$ cat src/rtl/cvs_pkg.sv
`timescale 1ns / 1ps
// ----------------------------------------------------------------------------
// cvs_pkg
// Types and constants shared by the command validation and supervision block.
// ----------------------------------------------------------------------------
package cvs_pkg;

   localparam int CSR_INDEX_W = 8;
   localparam int CSR_DATA_W  = 16;

   localparam logic [CSR_INDEX_W-1:0] CSR_MAX_TIMEOUT   = 8'd0;
   localparam logic [CSR_INDEX_W-1:0] CSR_MAX_CHARGE    = 8'd1;
   localparam logic [CSR_INDEX_W-1:0] CSR_MAX_DISCHARGE = 8'd2;
   localparam logic [CSR_INDEX_W-1:0] CSR_BAL_SUPPORTED = 8'd3;

   localparam logic CMD_RECEIVE = 1'b0;
   localparam logic CMD_TICK    = 1'b1;

   localparam logic [2:0] MODE_STANDBY      = 3'd0;
   localparam logic [2:0] MODE_ISOLATED     = 3'd1;
   localparam logic [2:0] MODE_BALANCING    = 3'd2;
   localparam logic [2:0] MODE_SLAVE_CHARGE = 3'd3;

   localparam int FLAG_CONTACTOR = 0;
   localparam int FLAG_ALLOW_BAL = 1;

   // milliseconds per timeout unit
   localparam logic [15:0] TENTH_MS = 16'd100;

   typedef enum logic [3:0] {
      RSN_NONE        = 4'd0,
      RSN_STALE       = 4'd1,
      RSN_BAD_TIMEOUT = 4'd2,
      RSN_CURRENT     = 4'd3,
      RSN_FLAGS       = 4'd4,
      RSN_MODE        = 4'd5,
      RSN_FAULT       = 4'd6,
      RSN_MAINT       = 4'd7,
      RSN_SERVICE     = 4'd8,
      RSN_TIMEOUT     = 4'd9
   } reason_type;

   // request word, last declared field (now_ms) in the lowest bits
   typedef struct packed {
      logic [1:0]         pad;
      logic               service_lock;
      logic               maint_lock;
      logic               fault_active;
      logic [7:0]         sequence_req;
      logic [7:0]         timeout_tenths;
      logic [7:0]         flags;
      logic signed [15:0] discharge_setpoint;
      logic signed [15:0] charge_setpoint;
      logic [2:0]         mode;
      logic [31:0]        now_ms;
   } req_word_type;

   // response word, last declared field (event_flag) in the lowest bits
   typedef struct packed {
      logic [6:0]         pad;
      logic [7:0]         held_flags;
      logic signed [15:0] held_discharge;
      logic signed [15:0] held_charge;
      logic [2:0]         held_mode;
      logic [31:0]        expire_count;
      logic [31:0]        stale_count;
      logic [31:0]        reject_count;
      logic [31:0]        accept_count;
      logic [31:0]        age_ms;
      logic               is_fresh;
      logic [3:0]         reason;
      logic               event_flag;
   } rsp_word_type;

   typedef struct packed {
      logic [15:0] max_timeout_ms;
      logic [14:0] max_charge_limit;
      logic [14:0] max_discharge_limit;
      logic        bal_enable;
   } cfg_type;

   typedef struct packed {
      logic       seen;
      logic [7:0] prev_sequence;
   } seq_state_type;

   typedef struct packed {
      reason_type  reason;
      logic [15:0] timeout_ms;
   } check_type;

endpackage

$ cat src/rtl/cvs_check.sv
`timescale 1ns / 1ps
// ----------------------------------------------------------------------------
// cvs_check
// Priority checks of one receive word against the configured limits and sequence state.
// ----------------------------------------------------------------------------
module cvs_check import cvs_pkg::*; (
   input  req_word_type  item,
   input  cfg_type       cfg,
   input  seq_state_type seq_state,
   output check_type     check
);

   logic [15:0]        tmo_ms;
   logic               contactor;
   logic               allow_bal;
   logic               chg_pos;
   logic               dis_pos;
   logic               energized;
   logic signed [15:0] chg_lim;
   logic signed [15:0] dis_lim;
   reason_type         reason;

   // at most 25500, never wraps 16 bits
   assign tmo_ms    = 16'(item.timeout_tenths) * TENTH_MS;
   assign contactor = item.flags[FLAG_CONTACTOR];
   assign allow_bal = item.flags[FLAG_ALLOW_BAL];
   assign chg_pos   = item.charge_setpoint > 16'sd0;
   assign dis_pos   = item.discharge_setpoint > 16'sd0;
   assign energized = contactor || chg_pos || dis_pos;
   assign chg_lim   = $signed({1'b0, cfg.max_charge_limit});
   assign dis_lim   = $signed({1'b0, cfg.max_discharge_limit});

   always_comb begin
      if (seq_state.seen && seq_state.prev_sequence == item.sequence_req) begin
         reason = RSN_STALE;
      end else if (tmo_ms == 16'd0 || tmo_ms > cfg.max_timeout_ms) begin
         reason = RSN_BAD_TIMEOUT;
      end else if (item.charge_setpoint < 16'sd0 || item.charge_setpoint > chg_lim ||
                   item.discharge_setpoint < 16'sd0 ||
                   item.discharge_setpoint > dis_lim) begin
         reason = RSN_CURRENT;
      end else if (chg_pos && dis_pos) begin
         reason = RSN_FLAGS;
      end else if (item.mode == MODE_BALANCING &&
                   (!allow_bal || !cfg.bal_enable)) begin
         reason = RSN_MODE;
      end else if (item.mode == MODE_ISOLATED && energized) begin
         reason = RSN_FLAGS;
      end else if (item.fault_active && energized) begin
         reason = RSN_FAULT;
      end else if (item.maint_lock && energized) begin
         reason = RSN_MAINT;
      end else if (item.service_lock && energized) begin
         reason = RSN_SERVICE;
      end else if (allow_bal && item.mode != MODE_BALANCING &&
                   item.mode != MODE_SLAVE_CHARGE && item.mode != MODE_STANDBY) begin
         reason = RSN_FLAGS;
      end else begin
         reason = RSN_NONE;
      end
   end

   assign check.reason     = reason;
   assign check.timeout_ms = tmo_ms;

endmodule

$ cat src/rtl/cvs_super.sv
`timescale 1ns / 1ps
// ----------------------------------------------------------------------------
// cvs_super
// Held command, freshness supervision, counters and the response register.
// ----------------------------------------------------------------------------
module cvs_super import cvs_pkg::*; (
   input  logic          clock,
   input  logic          reset,
   input  logic          step,
   input  logic          cmd,
   input  req_word_type  item,
   input  check_type     check,
   input  logic          rsp_tready,
   output logic          rsp_tvalid,
   output rsp_word_type  rsp_tdata,
   output seq_state_type seq_state
);

   logic               valid_ff, valid_in;
   logic               fresh_ff, fresh_in;
   logic [31:0]        rx_time_ff, rx_time_in;
   logic [15:0]        act_tmo_ff, act_tmo_in;
   logic [7:0]         prev_seq_ff, prev_seq_in;
   logic [2:0]         hold_mode_ff, hold_mode_in;
   logic signed [15:0] hold_chg_ff, hold_chg_in;
   logic signed [15:0] hold_dis_ff, hold_dis_in;
   logic [7:0]         hold_flags_ff, hold_flags_in;
   reason_type         reason_ff, reason_in;
   logic [31:0]        accept_cnt_ff, accept_cnt_in;
   logic [31:0]        reject_cnt_ff, reject_cnt_in;
   logic [31:0]        stale_cnt_ff, stale_cnt_in;
   logic [31:0]        expire_cnt_ff, expire_cnt_in;
   logic               rsp_valid_ff, rsp_valid_in;
   rsp_word_type       rsp_word_ff, rsp_word_in;
   logic               event_flag;
   logic [31:0]        elapsed;

   assign elapsed = item.now_ms - rx_time_ff;

   always_comb begin
      valid_in      = valid_ff;
      fresh_in      = fresh_ff;
      rx_time_in    = rx_time_ff;
      act_tmo_in    = act_tmo_ff;
      prev_seq_in   = prev_seq_ff;
      hold_mode_in  = hold_mode_ff;
      hold_chg_in   = hold_chg_ff;
      hold_dis_in   = hold_dis_ff;
      hold_flags_in = hold_flags_ff;
      reason_in     = reason_ff;
      accept_cnt_in = accept_cnt_ff;
      reject_cnt_in = reject_cnt_ff;
      stale_cnt_in  = stale_cnt_ff;
      expire_cnt_in = expire_cnt_ff;
      event_flag    = 1'b0;
      if (cmd == CMD_RECEIVE) begin
         reason_in = check.reason;
         if (check.reason != RSN_NONE) begin
            reject_cnt_in = reject_cnt_ff + 32'd1;
            if (check.reason == RSN_STALE) begin
               stale_cnt_in = stale_cnt_ff + 32'd1;
            end
         end else begin
            valid_in      = 1'b1;
            fresh_in      = 1'b1;
            rx_time_in    = item.now_ms;
            act_tmo_in    = check.timeout_ms;
            prev_seq_in   = item.sequence_req;
            hold_mode_in  = item.mode;
            hold_chg_in   = item.charge_setpoint;
            hold_dis_in   = item.discharge_setpoint;
            hold_flags_in = item.flags;
            accept_cnt_in = accept_cnt_ff + 32'd1;
            event_flag    = 1'b1;
         end
      end else if (valid_ff && fresh_ff && elapsed > {16'd0, act_tmo_ff}) begin
         // expire once; further ticks see fresh low
         fresh_in      = 1'b0;
         expire_cnt_in = expire_cnt_ff + 32'd1;
         reason_in     = RSN_TIMEOUT;
         event_flag    = 1'b1;
      end
   end

   always_comb begin
      rsp_word_in.pad            = '0;
      rsp_word_in.event_flag     = event_flag;
      rsp_word_in.reason         = reason_in;
      rsp_word_in.is_fresh       = valid_in && fresh_in;
      rsp_word_in.age_ms         = valid_in ? (item.now_ms - rx_time_in) : '1;
      rsp_word_in.accept_count   = accept_cnt_in;
      rsp_word_in.reject_count   = reject_cnt_in;
      rsp_word_in.stale_count    = stale_cnt_in;
      rsp_word_in.expire_count   = expire_cnt_in;
      rsp_word_in.held_mode      = hold_mode_in;
      rsp_word_in.held_charge    = hold_chg_in;
      rsp_word_in.held_discharge = hold_dis_in;
      rsp_word_in.held_flags     = hold_flags_in;
   end

   // a word waiting in the response register drops once taken
   assign rsp_valid_in = step || (rsp_valid_ff && !rsp_tready);

   always_ff @(posedge clock) begin
      if (reset) begin
         valid_ff      <= 1'b0;
         fresh_ff      <= 1'b0;
         rx_time_ff    <= '0;
         act_tmo_ff    <= '0;
         prev_seq_ff   <= '0;
         hold_mode_ff  <= MODE_ISOLATED;
         hold_chg_ff   <= '0;
         hold_dis_ff   <= '0;
         hold_flags_ff <= '0;
         reason_ff     <= RSN_NONE;
         accept_cnt_ff <= '0;
         reject_cnt_ff <= '0;
         stale_cnt_ff  <= '0;
         expire_cnt_ff <= '0;
         rsp_valid_ff  <= 1'b0;
      end else begin
         rsp_valid_ff <= rsp_valid_in;
         if (step) begin
            valid_ff      <= valid_in;
            fresh_ff      <= fresh_in;
            rx_time_ff    <= rx_time_in;
            act_tmo_ff    <= act_tmo_in;
            prev_seq_ff   <= prev_seq_in;
            hold_mode_ff  <= hold_mode_in;
            hold_chg_ff   <= hold_chg_in;
            hold_dis_ff   <= hold_dis_in;
            hold_flags_ff <= hold_flags_in;
            reason_ff     <= reason_in;
            accept_cnt_ff <= accept_cnt_in;
            reject_cnt_ff <= reject_cnt_in;
            stale_cnt_ff  <= stale_cnt_in;
            expire_cnt_ff <= expire_cnt_in;
         end
      end
   end

   always_ff @(posedge clock) begin
      if (step) begin
         rsp_word_ff <= rsp_word_in;
      end
   end

   assign rsp_tvalid              = rsp_valid_ff;
   assign rsp_tdata               = rsp_word_ff;
   assign seq_state.seen          = valid_ff;
   assign seq_state.prev_sequence = prev_seq_ff;

   a_fresh_needs_valid: assert property (@(posedge clock) disable iff (reset)
      fresh_ff |-> valid_ff)
      else $error("fresh without a held command");

   a_accept_clears_reason: assert property (@(posedge clock) disable iff (reset)
      (accept_cnt_ff != $past(accept_cnt_ff)) |-> (reason_ff == RSN_NONE && fresh_ff))
      else $error("accepted command left a reason or no freshness");

   a_stale_is_reject: assert property (@(posedge clock) disable iff (reset)
      (stale_cnt_ff != $past(stale_cnt_ff)) |->
         (reject_cnt_ff != $past(reject_cnt_ff) && reason_ff == RSN_STALE))
      else $error("stale count moved without a stale rejection");

   a_expire_drops_fresh: assert property (@(posedge clock) disable iff (reset)
      (expire_cnt_ff != $past(expire_cnt_ff)) |->
         (!fresh_ff && reason_ff == RSN_TIMEOUT && $past(fresh_ff)))
      else $error("expiration without a fresh command");

   a_step_loads_rsp: assert property (@(posedge clock) disable iff (reset)
      step |=> rsp_valid_ff)
      else $error("processed word did not reach the response register");

endmodule

$ cat src/rtl/command_validate_supervise.sv
`timescale 1ns / 1ps
// ----------------------------------------------------------------------------
// command_validate_supervise
// Validates battery charge/discharge commands and supervises their freshness.
// ----------------------------------------------------------------------------
// Usage:
//   req_*  : one word per handshake. req_tuser selects a receive (0) or a
//            time tick (1); on a tick only now_ms in req_tdata is used.
//   rsp_*  : exactly one response word per request word, in order, carrying
//            the event flag, last reason, freshness, age, the four counters
//            and the held command.
//   csr_*  : limit register writes (index 0..3); write only while idle.
//            csr_ready is always high, other indexes are ignored.
// A request handshake loads the request register, which feeds the checks and
// state update, whose result lands in the response register. Throughput is
// one word per cycle while the receiver takes every word, as the check/update
// in the supervisor is combinational. When the receiver
// stalls, the response register holds its word and the request register can
// still take one more word; req_tready drops only when both are full.
// Reset clears the held command (mode isolated), the counters, the limit
// registers and the valid flags of both pipeline registers.
// ----------------------------------------------------------------------------
module command_validate_supervise import cvs_pkg::*; (
   input  logic                   clock,
   input  logic                   reset,
   input  logic                   req_tvalid,
   output logic                   req_tready,
   // now_ms, mode, charge_setpoint, discharge_setpoint, flags,
   // timeout_tenths, sequence_req, fault_active, maint_lock, service_lock, pad
   input  logic [95:0]            req_tdata,
   input  logic                   req_tuser,  // cmd
   output logic                   rsp_tvalid,
   input  logic                   rsp_tready,
   // event_flag, reason, is_fresh, age_ms, accept_count, reject_count,
   // stale_count, expire_count, held_mode, held_charge, held_discharge,
   // held_flags, pad
   output logic [215:0]           rsp_tdata,
   input  logic                   csr_valid,
   output logic                   csr_ready,
   input  logic [CSR_INDEX_W-1:0] csr_index,
   input  logic [CSR_DATA_W-1:0]  csr_data
);

   logic          req_valid_ff, req_valid_in;
   logic          req_cmd_ff;
   req_word_type  req_word_ff;
   cfg_type       cfg_ff, cfg_in;
   logic          load_ok;
   logic          step;
   logic          req_accept;
   check_type     check;
   seq_state_type seq_state;
   rsp_word_type  rsp_word;

   assign load_ok      = !rsp_tvalid || rsp_tready;
   assign step         = req_valid_ff && load_ok;
   assign req_tready   = !req_valid_ff || load_ok;
   assign req_accept   = req_tvalid && req_tready;
   assign req_valid_in = req_accept || (req_valid_ff && !load_ok);
   assign csr_ready    = 1'b1;

   always_comb begin
      cfg_in = cfg_ff;
      if (csr_valid) begin
         case (csr_index)
            CSR_MAX_TIMEOUT:   cfg_in.max_timeout_ms      = csr_data;
            CSR_MAX_CHARGE:    cfg_in.max_charge_limit    = csr_data[14:0];
            CSR_MAX_DISCHARGE: cfg_in.max_discharge_limit = csr_data[14:0];
            CSR_BAL_SUPPORTED: cfg_in.bal_enable          = csr_data[0];
            default:           cfg_in = cfg_ff;
         endcase
      end
   end

   always_ff @(posedge clock) begin
      if (reset) begin
         req_valid_ff <= 1'b0;
         cfg_ff       <= '0;
      end else begin
         req_valid_ff <= req_valid_in;
         cfg_ff       <= cfg_in;
      end
   end

   always_ff @(posedge clock) begin
      if (req_accept) begin
         req_word_ff <= req_word_type'(req_tdata);
         req_cmd_ff  <= req_tuser;
      end
   end

   cvs_check u_check (
      .item      (req_word_ff),
      .cfg       (cfg_ff),
      .seq_state (seq_state),
      .check     (check)
   );

   cvs_super u_super (
      .clock      (clock),
      .reset      (reset),
      .step       (step),
      .cmd        (req_cmd_ff),
      .item       (req_word_ff),
      .check      (check),
      .rsp_tready (rsp_tready),
      .rsp_tvalid (rsp_tvalid),
      .rsp_tdata  (rsp_word),
      .seq_state  (seq_state)
   );

   assign rsp_tdata = rsp_word;

   a_no_overrun: assert property (@(posedge clock) disable iff (reset)
      (req_valid_ff && !load_ok) |=> (req_valid_ff && $stable(req_word_ff)))
      else $error("request register overwritten while stalled");

   a_rsp_hold: assert property (@(posedge clock) disable iff (reset)
      (rsp_tvalid && !rsp_tready) |=> (rsp_tvalid && $stable(rsp_tdata)))
      else $error("response word changed while stalled");

   a_cfg_hold: assert property (@(posedge clock) disable iff (reset)
      !$past(csr_valid) |-> $stable(cfg_ff))
      else $error("limit registers changed without a write");

endmodule

$ cat config.mk
export PLATFORM = sky130hd
export DESIGN_NAME = command_validate_supervise
export DESIGN_NICKNAME = d
export VERILOG_FILES = /design/src/rtl/cvs_pkg.sv /design/src/rtl/cvs_check.sv /design/src/rtl/cvs_super.sv /design/src/rtl/command_validate_supervise.sv
export SDC_FILE = /design/constraint.sdc
export NUM_CORES = 1
export LEC_CHECK = 0
export BUFFER_PORTS_ARGS = -buffer_cell sky130_fd_sc_hd__buf_2
export CORE_MARGIN = 4
export CORE_UTILIZATION = 50
export CTS_BUF_LIST = sky130_fd_sc_hd__clkbuf_2
export CTS_CLUSTER_DIAMETER = 30
export DETAILED_ROUTE_END_ITERATION = 8
export PLACE_DENSITY_LB_ADDON = 0.08
export SETUP_SLACK_MARGIN = 0.15
export SLEW_MARGIN = 20
export SYNTH_ARGS = -nofsm -noshare
export SYNTH_HDL_FRONTEND = slang
export SYNTH_SLANG_ARGS = --single-unit
$ cat constraint.sdc
create_clock -name clock -period 23.8 [get_ports clock]
set_input_delay 1.19 -clock clock [delete_from_list [all_inputs] [get_ports clock]]
set_output_delay 1.19 -clock clock [all_outputs]
set_load 0.01 [all_outputs]
==> impl_metrics.tcl <==
set metrics [dict create \
    outcome "complete, no violations" \
    synth_top_area_cell "edfxtp_1" \
    p_per_area_nw_per_um2 60.78 \
    grt_max_degree 129 \
    fill_cells 5079 \
    vias 23450 \
    synth_area_leaders "edfxtp_1 (31%), dfxtp_1 (19%), nand2_1 (6.6%)" \
    tightest_slew_ns 1.098 \
    setup_violations 0 \
    root_buffer "clkbuf_2" \
    slew-limit-headroom 0.2681 \
    cts_sinks 583 \
    path_class "flop to flop" \
    fp.dieW_um 249.7 \
    synth_cells 3036 \
    drtPass1Iterations 5 \
    cp_slowest_cell "nand2_2" \
    max-cap-violations 0 \
    regArea_sq_um 14710 \
    clkPwrFrac 0.362 \
    critPathBufInv 2 \
    wl_per_cell_um 16.86 \
    multiInputGateArea_sq_um 13460 \
    coreArea_sq_um 57810 \
    tritoncts "done" \
    min_period_ns 10.09 \
    drive_above_1_share 0.1864 \
    final_nets 3788 \
    async_reset_ff_frac 0 \
    clockBufferDepth 3 \
    cpMostUsedCell "ha_1" \
    cpLargestDelayFamily "compound AO/OA/AOI/OAI gates" \
    p_sw_w 0.0005777 \
    ys_seq_area_frac 0.5037 \
    whs_ns 0.2162 \
    drc 0 \
    overflow 0 \
    skew_ns 0.08354 \
    die_y_um 249.7 \
    antenna_found_initial 3 \
    start_util 0.5053 \
    fmax_mhz 99.12 \
    grt_pass1_vias 23240 \
    rsz0062_at_grt "false" \
    ant_nets 0 \
    synth_seq_cells 583 \
    grt_pass1_wl_mm 119.7 \
    hold_viol_final 0 \
    syn-cell-area_sq_um 29210 \
    synth_top_area_frac 0.3125 \
    synth.avg_cell_area_sq_um 9.621 \
    vdd_drop_max_mv 0.03913 \
    yosysMostFrequentCell "nand2_1" \
    pwr-share-comb 0.107 \
    port-buffer-count 334 \
    slew_viol_final 0 \
    ctsResizeCount 0 \
    fin_setup_tns_ns 0 \
    crit_arrival_ns 11.09 \
    viasPerCell 5.303 \
    leakagePower_nw 13.30 \
    routabilityCongestion 0.8558 \
    worstPathRequired_ns 24.80 \
    clkLatencyLatePin_ns 1.30 \
    yosysWarnings 0 \
    area_growth_pct 16.40 \
    numCtsBuffers 163 \
    track_usage 0.2345 \
    synthFlopType "edfxtp_1" \
    cts.reportedPaths.clkPinSlew_ns 0.11 \
    hpwlAfterDp_mm 51.72 \
    crit_path_end_kind "flop" \
    share_seq_of_total_power 0.531 \
    swShare 0.2795 \
    drt_wl_total_mm 74.56 \
    ios 345 \
    synthTopCellsByCount "nand2_1 (515), nor2_1 (316), edfxtp_1 (304), dfxtp_1 (279), a21oi_1 (226)" \
    critPathLaunchType "flop" \
    power.internal_w 0.001489 \
    htreeDepth 4 \
    min_period_over_period 0.4239 \
    synth-edff-count 304 \
    synthDistinctLibCells 94 \
    drt_iter0_markers 1277 \
    hold_class "input pin to flop" \
    num_rows 88 \
    dieArea_sq_um 62350 \
    critPathMaxFanout 36 \
    crit_path_max_incr_delay_ns 0.62 \
]
-- power by group through the flow --
stage	logic [W]	registers, W	clock network [W]
floorplan	0.000134	0.00113	0
finish	0.000221	0.00110	0.000748
global placement	0.000204	0.00112	0
detailed placement	0.000208	0.00112	0
CTS	0.000222	0.00110	0.000777
global route	0.000246	0.00110	0.000839
-- state kept, by name (all words and copies together) (netlist names), 3 cells and up --
name and flops:
u_super.reason_ff 4, u_super.act_tmo_ff 13, u_super.accept_cnt_ff 32, u_super.hold_chg_ff 16, u_super.stale_cnt_ff 32, u_super.rsp_tdata 209
u_super.prev_seq_ff 8, req_word_ff 94, u_super.reject_cnt_ff 32, u_super.hold_mode_ff 3, u_super.rx_time_ff 32, cfg_ff 47
u_super.expire_cnt_ff 32, u_super.hold_dis_ff 16, u_super.hold_flags_ff 8
-- logic make-up after synthesis --
| family | count (synthesis) | share of synthesized area |
|---|---|---|
| compound gates | 486 | 0.1042 |
| fa+ha+maj | 148 | 0.06468 |
| simple gates | 1210 | 0.1862 |
| mux | 55 | 0.01906 |
| xor+xnor | 281 | 0.08425 |
| other cells | 2 | 0.0002571 |
| flops | 583 | 0.5037 |
| buf+inv | 271 | 0.03761 |
-- through the flow --
step	total power, W	utilization	cells	instance area [sq um]	setup WS (ns)
3_5_place_dp	0.001330	0.5437	4017	31430	13.78
6_report	0.002067	0.5882	4423	34000	13.71
3_3_place_gp	0.001325	0.5437	4017	31430	13.93
2_1_floorplan	0.001260	-	3042	29230	15.19
4_1_cts	0.002096	0.5879	4419	33980	13.72
5_1_grt	0.002186	0.5882	4422	34000	13.05
-- worst reg2reg max path: cells and delay by family, from the launching register on --
kind | cells | cell delay [ns]
AO/OA/AOI/OAI | 17 | 4.09
XOR/XNOR | 1 | 0.31
adder cells (fa/ha/maj) | 7 | 2.39
buffers and inverters | 2 | 0.17
flip-flops | 1 | 0.50
multiplexers | 1 | 0.34
AND/OR/NAND/NOR | 7 | 2.00
-- cell usage in the layout, fill, tap and decap left out, types with 101 or more instances in the layout --
| cell | netlist | layout |
|---|---|---|
| nand2_1 | 515 | 514 |
| buf_2 | 11 | 333 |
| nor2_1 | 316 | 315 |
| edfxtp_1 | 304 | 304 |
| dfxtp_1 | 279 | 279 |
| clkbuf_2 | 0 | 254 |
| a21oi_1 | 226 | 226 |
| xnor2_1 | 147 | 147 |
| ha_1 | 143 | 143 |
| xor2_1 | 134 | 134 |
| inv_1 | 128 | 128 |
| nand3_1 | 101 | 101 |
-- worst paths after layout --
kind                            slack (ns)  cells past startpoint                  endpoint                     start
worst min-delay path                  0.22                      3                cfg_ff[18]               csr_data[2]
worst max register to register       13.71                     35     u_super.rsp_tdata[36]           req_word_ff[76]
worst min register to register        0.46                      2  u_super.hold_flags_ff[4]  u_super.hold_flags_ff[4]
worst max-delay path                 13.71                     35     u_super.rsp_tdata[36]           req_word_ff[76]
-- layout make-up --
| class | count | area share |
|---|---|---|
| Clock buffer | 254 | 0.03739 |
| Clock inverter | 51 | 0.009163 |
| Sequential cell | 583 | 0.4327 |
| Multi-Input combinational cell | 2188 | 0.3958 |
| Antenna cell | 4 | 0.0002944 |
| Timing Repair Buffer | 449 | 0.08195 |
| Tap cell | 765 | 0.02815 |
| Inverter | 129 | 0.01446 |
-- repair_timing --
action,CTS,global route
setup buffers,0,0
endpoints found under the hold margin,97,0
hold buffers,97,0
-- layer usage --
layer  track usage  up-vias  part of all wire  wire length [um]
li1              -    11550                 -                 -
met2        0.4001      641              0.49             36570
met1        0.2939    11130              0.43             32020
met4       0.08065        0             0.023              1726
met3       0.05450      131             0.057              4249
met5             0        -                 0                 0
(Power assumes the default switching activity.)
